**src/sfnv_pkg.sv**
```systemverilog
// Package for the seeded FNV-1a string hash unit.
// Holds the hash constants, the sequencer state type and the default seed.
// No dependencies.
package sfnv_pkg;

  localparam logic [31:0] HASH_PRIME = 32'h0100_0193;
  localparam logic [31:0] HASH_BASIS = 32'd2166136261;
  localparam logic [31:0] SEED_RESET = 32'h0000_0000;

  // register index of the seed in the config map
  localparam logic REG_SEED = 1'b0;

  typedef enum logic [1:0] {
    ST_IDLE,
    ST_HI,
    ST_DONE
  } seq_state_t;

endpackage

```
**src/seeded_fnv_string_hash_unit.sv**
```systemverilog
// Seeded FNV-1a hash over 16-bit character strings, one byte round per cycle unless stalled.
// Uses sfnv_pkg for constants and the sequencer state type.
//
//   channel | direction | ports                                          | handshake
//   in      | sink      | in_char_code, in_char_valid, in_last_char      | in_valid / in_stall
//   out     | source    | out_hash_value                                 | out_valid / out_stall
//   cfg     | slave     | psel penable pwrite paddr pwdata prdata pready | APB, pready tied high
//
// For a character the low-byte round runs in the transfer cycle, the high-byte round
// in the next, both through the one round unit (xor, constant multiply, fold). An idle
// item (no character, not last) changes nothing; a characterless end goes via ST_DONE.
// The hash waits in the output register; while that is still full a finished hash holds
// in the hash register and the input stays stalled.
// Reset (rst_n low, synchronous) clears the seed, closes any open string and drops out_valid.
module seeded_fnv_string_hash_unit (
  input  logic        clk,
  input  logic        rst_n,
  input  logic        in_valid,
  output logic        in_stall,
  input  logic [15:0] in_char_code,
  input  logic        in_char_valid,
  input  logic        in_last_char,
  output logic        out_valid,
  input  logic        out_stall,
  output logic [31:0] out_hash_value,
  input  logic        psel,
  input  logic        penable,
  input  logic        pwrite,
  input  logic [2:0]  paddr,
  input  logic [31:0] pwdata,
  output logic [31:0] prdata,
  output logic        pready
);

  sfnv_pkg::seq_state_t state_r, state_nxt;

  logic [31:0] seed_r;
  logic [31:0] hash_r, hash_nxt;
  logic [31:0] pert_r, pert_nxt;
  logic        mid_r, mid_nxt;
  logic [7:0]  hi_byte_r, hi_byte_nxt;
  logic        last_r, last_nxt;
  logic        out_valid_r, out_valid_nxt;
  logic [31:0] out_hash_r, out_hash_nxt;

  logic        in_xfer;
  logic        out_free;
  logic [31:0] open_hash;
  logic [31:0] open_pert;
  logic [31:0] rnd_hash_in;
  logic [31:0] rnd_pert_in;
  logic [7:0]  rnd_byte;
  logic [31:0] rnd_hash;
  logic [31:0] rnd_pert;

  assign pready   = 1'b1;
  assign prdata   = (paddr[2] == sfnv_pkg::REG_SEED) ? seed_r : 32'h0;
  assign in_stall = (state_r != sfnv_pkg::ST_IDLE);
  assign in_xfer  = in_valid && !in_stall;
  assign out_free = !out_valid_r || !out_stall;
  assign out_valid      = out_valid_r;
  assign out_hash_value = out_hash_r;

  // a string opens with the basis and the seed
  assign open_hash = mid_r ? hash_r : sfnv_pkg::HASH_BASIS;
  assign open_pert = mid_r ? pert_r : seed_r;

  // shared round unit
  always_comb begin
    if (state_r == sfnv_pkg::ST_IDLE) begin
      rnd_hash_in = open_hash;
      rnd_pert_in = open_pert;
      rnd_byte    = in_char_code[7:0];
    end else begin
      rnd_hash_in = hash_r;
      rnd_pert_in = pert_r;
      rnd_byte    = hi_byte_r;
    end
    rnd_hash = 32'(((rnd_hash_in ^ {24'h0, rnd_byte ^ rnd_pert_in[7:0]}))
                   * sfnv_pkg::HASH_PRIME);
    rnd_pert = (rnd_pert_in ^ rnd_hash) >> 8;
  end

  always_ff @(posedge clk) begin
    if (!rst_n) begin
      seed_r <= sfnv_pkg::SEED_RESET;
    end else if (psel && penable && pwrite && pready && paddr[2] == sfnv_pkg::REG_SEED) begin
      seed_r <= pwdata;
    end
  end

  always_ff @(posedge clk) begin
    if (!rst_n) begin
      state_r     <= sfnv_pkg::ST_IDLE;
      mid_r       <= 1'b0;
      out_valid_r <= 1'b0;
      hash_r      <= sfnv_pkg::HASH_BASIS;
      pert_r      <= 32'h0;
    end else begin
      state_r     <= state_nxt;
      mid_r       <= mid_nxt;
      out_valid_r <= out_valid_nxt;
      hash_r      <= hash_nxt;
      pert_r      <= pert_nxt;
    end
  end

  always_ff @(posedge clk) begin
    hi_byte_r  <= hi_byte_nxt;
    last_r     <= last_nxt;
    out_hash_r <= out_hash_nxt;
  end

  always_comb begin
    state_nxt     = state_r;
    mid_nxt       = mid_r;
    hash_nxt      = hash_r;
    pert_nxt      = pert_r;
    hi_byte_nxt   = hi_byte_r;
    last_nxt      = last_r;
    out_hash_nxt  = out_hash_r;
    out_valid_nxt = out_valid_r && out_stall;

    unique case (state_r)
      sfnv_pkg::ST_IDLE: begin
        if (in_xfer && (in_char_valid || in_last_char)) begin
          mid_nxt  = 1'b1;
          last_nxt = in_last_char;
          if (in_char_valid) begin
            hash_nxt    = rnd_hash;
            pert_nxt    = rnd_pert;
            hi_byte_nxt = in_char_code[15:8];
            state_nxt   = sfnv_pkg::ST_HI;
          end else begin
            hash_nxt  = open_hash;
            pert_nxt  = open_pert;
            state_nxt = sfnv_pkg::ST_DONE;
          end
        end
      end
      sfnv_pkg::ST_HI: begin
        hash_nxt = rnd_hash;
        pert_nxt = rnd_pert;
        if (!last_r) begin
          state_nxt = sfnv_pkg::ST_IDLE;
        end else if (out_free) begin
          out_hash_nxt  = rnd_hash;
          out_valid_nxt = 1'b1;
          mid_nxt       = 1'b0;
          state_nxt     = sfnv_pkg::ST_IDLE;
        end else begin
          state_nxt = sfnv_pkg::ST_DONE;
        end
      end
      sfnv_pkg::ST_DONE: begin
        if (out_free) begin
          out_hash_nxt  = hash_r;
          out_valid_nxt = 1'b1;
          mid_nxt       = 1'b0;
          state_nxt     = sfnv_pkg::ST_IDLE;
        end
      end
      default: begin
        state_nxt = sfnv_pkg::ST_IDLE;
      end
    endcase
  end

  a_char_goes_hi: assert property (@(posedge clk) disable iff (!rst_n)
    in_xfer && in_char_valid |=> state_r == sfnv_pkg::ST_HI)
    else $error("character transfer did not start the high-byte round");

  a_out_source: assert property (@(posedge clk) disable iff (!rst_n)
    $rose(out_valid_r) |->
      ($past(state_r) == sfnv_pkg::ST_HI || $past(state_r) == sfnv_pkg::ST_DONE))
    else $error("result raised outside a finishing state");

  a_close_emits: assert property (@(posedge clk) disable iff (!rst_n)
    $fell(mid_r) |-> out_valid_r && $past(last_r))
    else $error("string closed without a result");

  a_done_waits: assert property (@(posedge clk) disable iff (!rst_n)
    state_r == sfnv_pkg::ST_DONE && out_valid_r && out_stall |=>
      state_r == sfnv_pkg::ST_DONE)
    else $error("pending result left while output full");

endmodule
```
**config.mk**
```make
export PLATFORM = sky130hd
export DESIGN_NAME = seeded_fnv_string_hash_unit
export DESIGN_NICKNAME = d
export VERILOG_FILES = /design/src/sfnv_pkg.sv /design/src/seeded_fnv_string_hash_unit.sv
export SDC_FILE = /design/constraint.sdc
export NUM_CORES = 1
export LEC_CHECK = 0
export ABC_AREA = 1
export BUFFER_PORTS_ARGS = -buffer_cell sky130_fd_sc_hd__clkbuf_2
export CAP_MARGIN = 20
export CORE_MARGIN = 2
export CORE_UTILIZATION = 60
export DETAILED_ROUTE_END_ITERATION = 10
export PLACE_DENSITY_LB_ADDON = 0.05
export SLEW_MARGIN = 5
export SYNTH_ARGS = -nofsm -noshare
export SYNTH_HDL_FRONTEND = slang
export SYNTH_SLANG_ARGS = --single-unit
```
**constraint.sdc**
```tcl
create_clock -name clk -period 6.66 [get_ports clk]
set_input_delay 0.333 -clock clk [delete_from_list [all_inputs] [get_ports clk]]
set_output_delay 0.333 -clock clk [all_outputs]
set_load 0.01 [all_outputs]
```
==> impl_metrics.yaml <==
status:
  status: "finished, final reports clean"
critical_path:
  endpoint_kind: "flip-flop"
  r2r_setup_slack_ns: 0.26
  path_buf_inv: 4
  r2r_start: "state_r[0]"
  r2r-end: "pert_r[9]"
  slowest_stage: "fa_1"
  start_kind: "flip-flop"
  crit_fanout: 10
  cpPeakStageDelay_ns: 0.48
  crit_family: "adder cells"
  crit_required_ns: 6.93
  reg2reg_depth: 26
  crit_type: "flip-flop to flip-flop"
  setup.worst_path.start: "state_r[0]"
  cp.arrival_ns: 6.67
grt:
  antenna_found_initial: 0
  overflow: 0
  grtUsageTotal: 0.3251
  grt_pass1_vias: 11950
  grt_max_degree: 65
  grt_pass1_wl_mm: 60.79
sta:
  tightest_slew_ns: 1.106
  grt_setup_unrepaired: "yes"
  clock-skew-final_ns: 0.01367
  setup_viol: 0
  finalCritPeriodShare: 0.9612
  relSlewSlack: 0.2610
  period_minus_slack_ns: 6.402
  maxSlewViolCount: 0
  holdWs_ns: 0.07470
  hold_viol: 0
  fmax_mhz: 156.2
cells_and_area:
  final_cell_mix: "nand2_1, inv_1, ha_1"
  final_area_sq_um: 14960
  synthToLayoutAreaGrowth_pct: 12.06
  layout_commonest_cell: "nand2_1"
  finalNetCount: 2192
  n_antenna_cell: 0
  fin_util: 0.6856
  drive_above_1_share: 0.1306
clock_network:
  postCtsHoldBufs: 0
  cts_made_buffers: 17
  cts_tree: "done"
  cts_root_buffer: "clkbuf_16"
  cts.sinks: 141
  clk_path_buf_depth: 2
  clk_latency_ns: 0.43
  htree_levels: 4
  clk_pin_slew_ns: 0.07
floorplan:
  start_util: 0.6119
  dieHeight_um: 153.2
  core_area_sq_um: 21820
  die_x_um: 153.2
  dieArea_sq_um: 23460
  rows: 54
  io_pins: 127
drt:
  drt_iter0_markers: 992
  wl_per_cell_um: 17.31
  drc: 0
  antenna_left: 0
  viasPerCell: 5.628
  dr.pass1.iters: 7
  vias: 12170
  drt-total-wl_mm: 37.44
synthesis:
  synthArstFlopShare: 0
  syn_inst: 1760
  ys_seq_area_frac: 0.2421
  synth.avg_cell_area_sq_um: 7.587
  synth.distinct_cells: 49
  synth-main-ff-cell: "dfxtp_1"
  synth_fp_nets: 2082
  synth_area_sq_um: 13350
  ys_warn_count: 0
  synth-edff-count: 41
  synth-seq-cells: 141
hold_path:
  min_from: "in_char_code[9]"
  min_to: "hi_byte_r[1]"
  hold_depth: 1
  hold_class: "primary input to flip-flop"
placed_design:
  place_congestion: 1.037
  placed_cell_area_sq_um: 14270
  hpwlAfterDp_mm: 29.37
  io_buffers: 123
run:
  maxCapViolCount: 0
==> worst reg2reg max path: cells and delay by family (launching register included) <==
family / cells / cell delay (ns)
AND/OR/NAND/NOR: 6 / 0.80
multiplexers: 1 / 0.31
adder cells (fa/ha/maj): 8 / 2.87
flip-flops: 1 / 0.34
buffers and inverters: 4 / 0.33
AO/OA/AOI/OAI: 4 / 0.82
XOR/XNOR: 3 / 0.78
==> synth_stat cells (3+ instances only) <==
master,n,share of area
o21ai_0,138,0.052
inv_1,299,0.084
edfxtp_1,41,0.092
nor3_1,14,0.0052
o22ai_1,6,0.0028
mux2i_1,6,0.0045
xor2_1,29,0.019
buf_4,4,0.0022
nand3b_1,10,0.0056
buf_6,3,0.0025
o21ai_2,6,0.0039
a21oi_1,136,0.051
nand3_1,97,0.036
nand2_2,4,0.0019
fa_1,74,0.11
buf_1,6,0.0017
inv_2,5,0.0014
a21o_1,5,0.0028
nor2_1,122,0.034
xnor2_1,7,0.0046
or2_1,6,0.0028
o221ai_1,3,0.0020
nor2_4,3,0.0025
ha_1,188,0.18
a21oi_2,3,0.0020
o211ai_1,33,0.019
clkbuf_1,37,0.010
o21ai_1,4,0.0015
nand4_1,8,0.0037
buf_2,16,0.0060
or2_2,6,0.0028
nand2_1,320,0.090
dfxtp_1,100,0.15
==> kinds of logic (layout without fill, tap and decap cells) <==
logic type | count (synthesis) | in the layout | share of synthesized area
AND/OR/NAND/NOR | 599 | 599 | 0.1912
buffers and inverters | 372 | 495 | 0.1093
AO/OA/AOI/OAI | 343 | 343 | 0.1420
adder cells (fa/ha/maj) | 262 | 262 | 0.2871
flip-flops | 141 | 141 | 0.2421
XOR/XNOR | 36 | 36 | 0.02361
multiplexers | 6 | 6 | 0.004498
other | 1 | 1 | 0.0002808
==> flip-flops by register name, indices dropped and copies added, names as in the netlist <==
register,flops
out_hash_value,32
seed_r,32
mid_r,1
pert_r,32
hash_r,32
hi_byte_r,8
out_valid,1
last_r,1
state_r,2
==> final cells by class <==
type | instances | area, sq um
multi-input combinational | 1247 | 8788
tap | 280 | 350.3
clock inverter | 14 | 123.9
timing repair buffer | 157 | 874.6
clock buffer | 18 | 439.2
fill | 1886 | 6860
sequential | 141 | 3233
inverter | 306 | 1154
==> timing repair <==
item | CTS | global route
endpoints found under the setup margin | 0 | 53
setup buffers | 0 | 1
endpoints found under the hold margin | 0 | 0
gates resized for setup | 0 | 26
==> worst max path at each step <==
| stage | endpoint | cells after the start |
|---|---|---|
| floorplan | out_hash_value[31] | 30 |
| global placement | out_hash_value[31] | 29 |
| detailed placement | pert_r[18] | 30 |
| CTS | out_hash_value[26] | 27 |
| global route | out_hash_value[31] | 29 |
| finish | pert_r[9] | 26 |
==> per-layer routing <==
metal / share of wire / global-route usage / vias to the layer above
li1: - / - / 5943
met1: 0.43 / 0.4321 / 5716
met2: 0.45 / 0.5221 / 423
met3: 0.070 / 0.05812 / 91
met4: 0.042 / 0.1402 / 0
met5: 0 / 0 / -
==> per-stage QoR <==
step,setup TNS [ns],setup slack [ns],cells
floorplan,0,0.7332,1760
global placement,0,0.2172,2130
detailed placement,0,0.1503,2130
CTS,0,0.09800,2162
global route,-0.09238,-0.05708,2163
finish,0,0.2581,2163
Power is left out: the tool's default activity adds up to more than one toggle a clock period on the data nets, which glitch-free logic cannot reach.
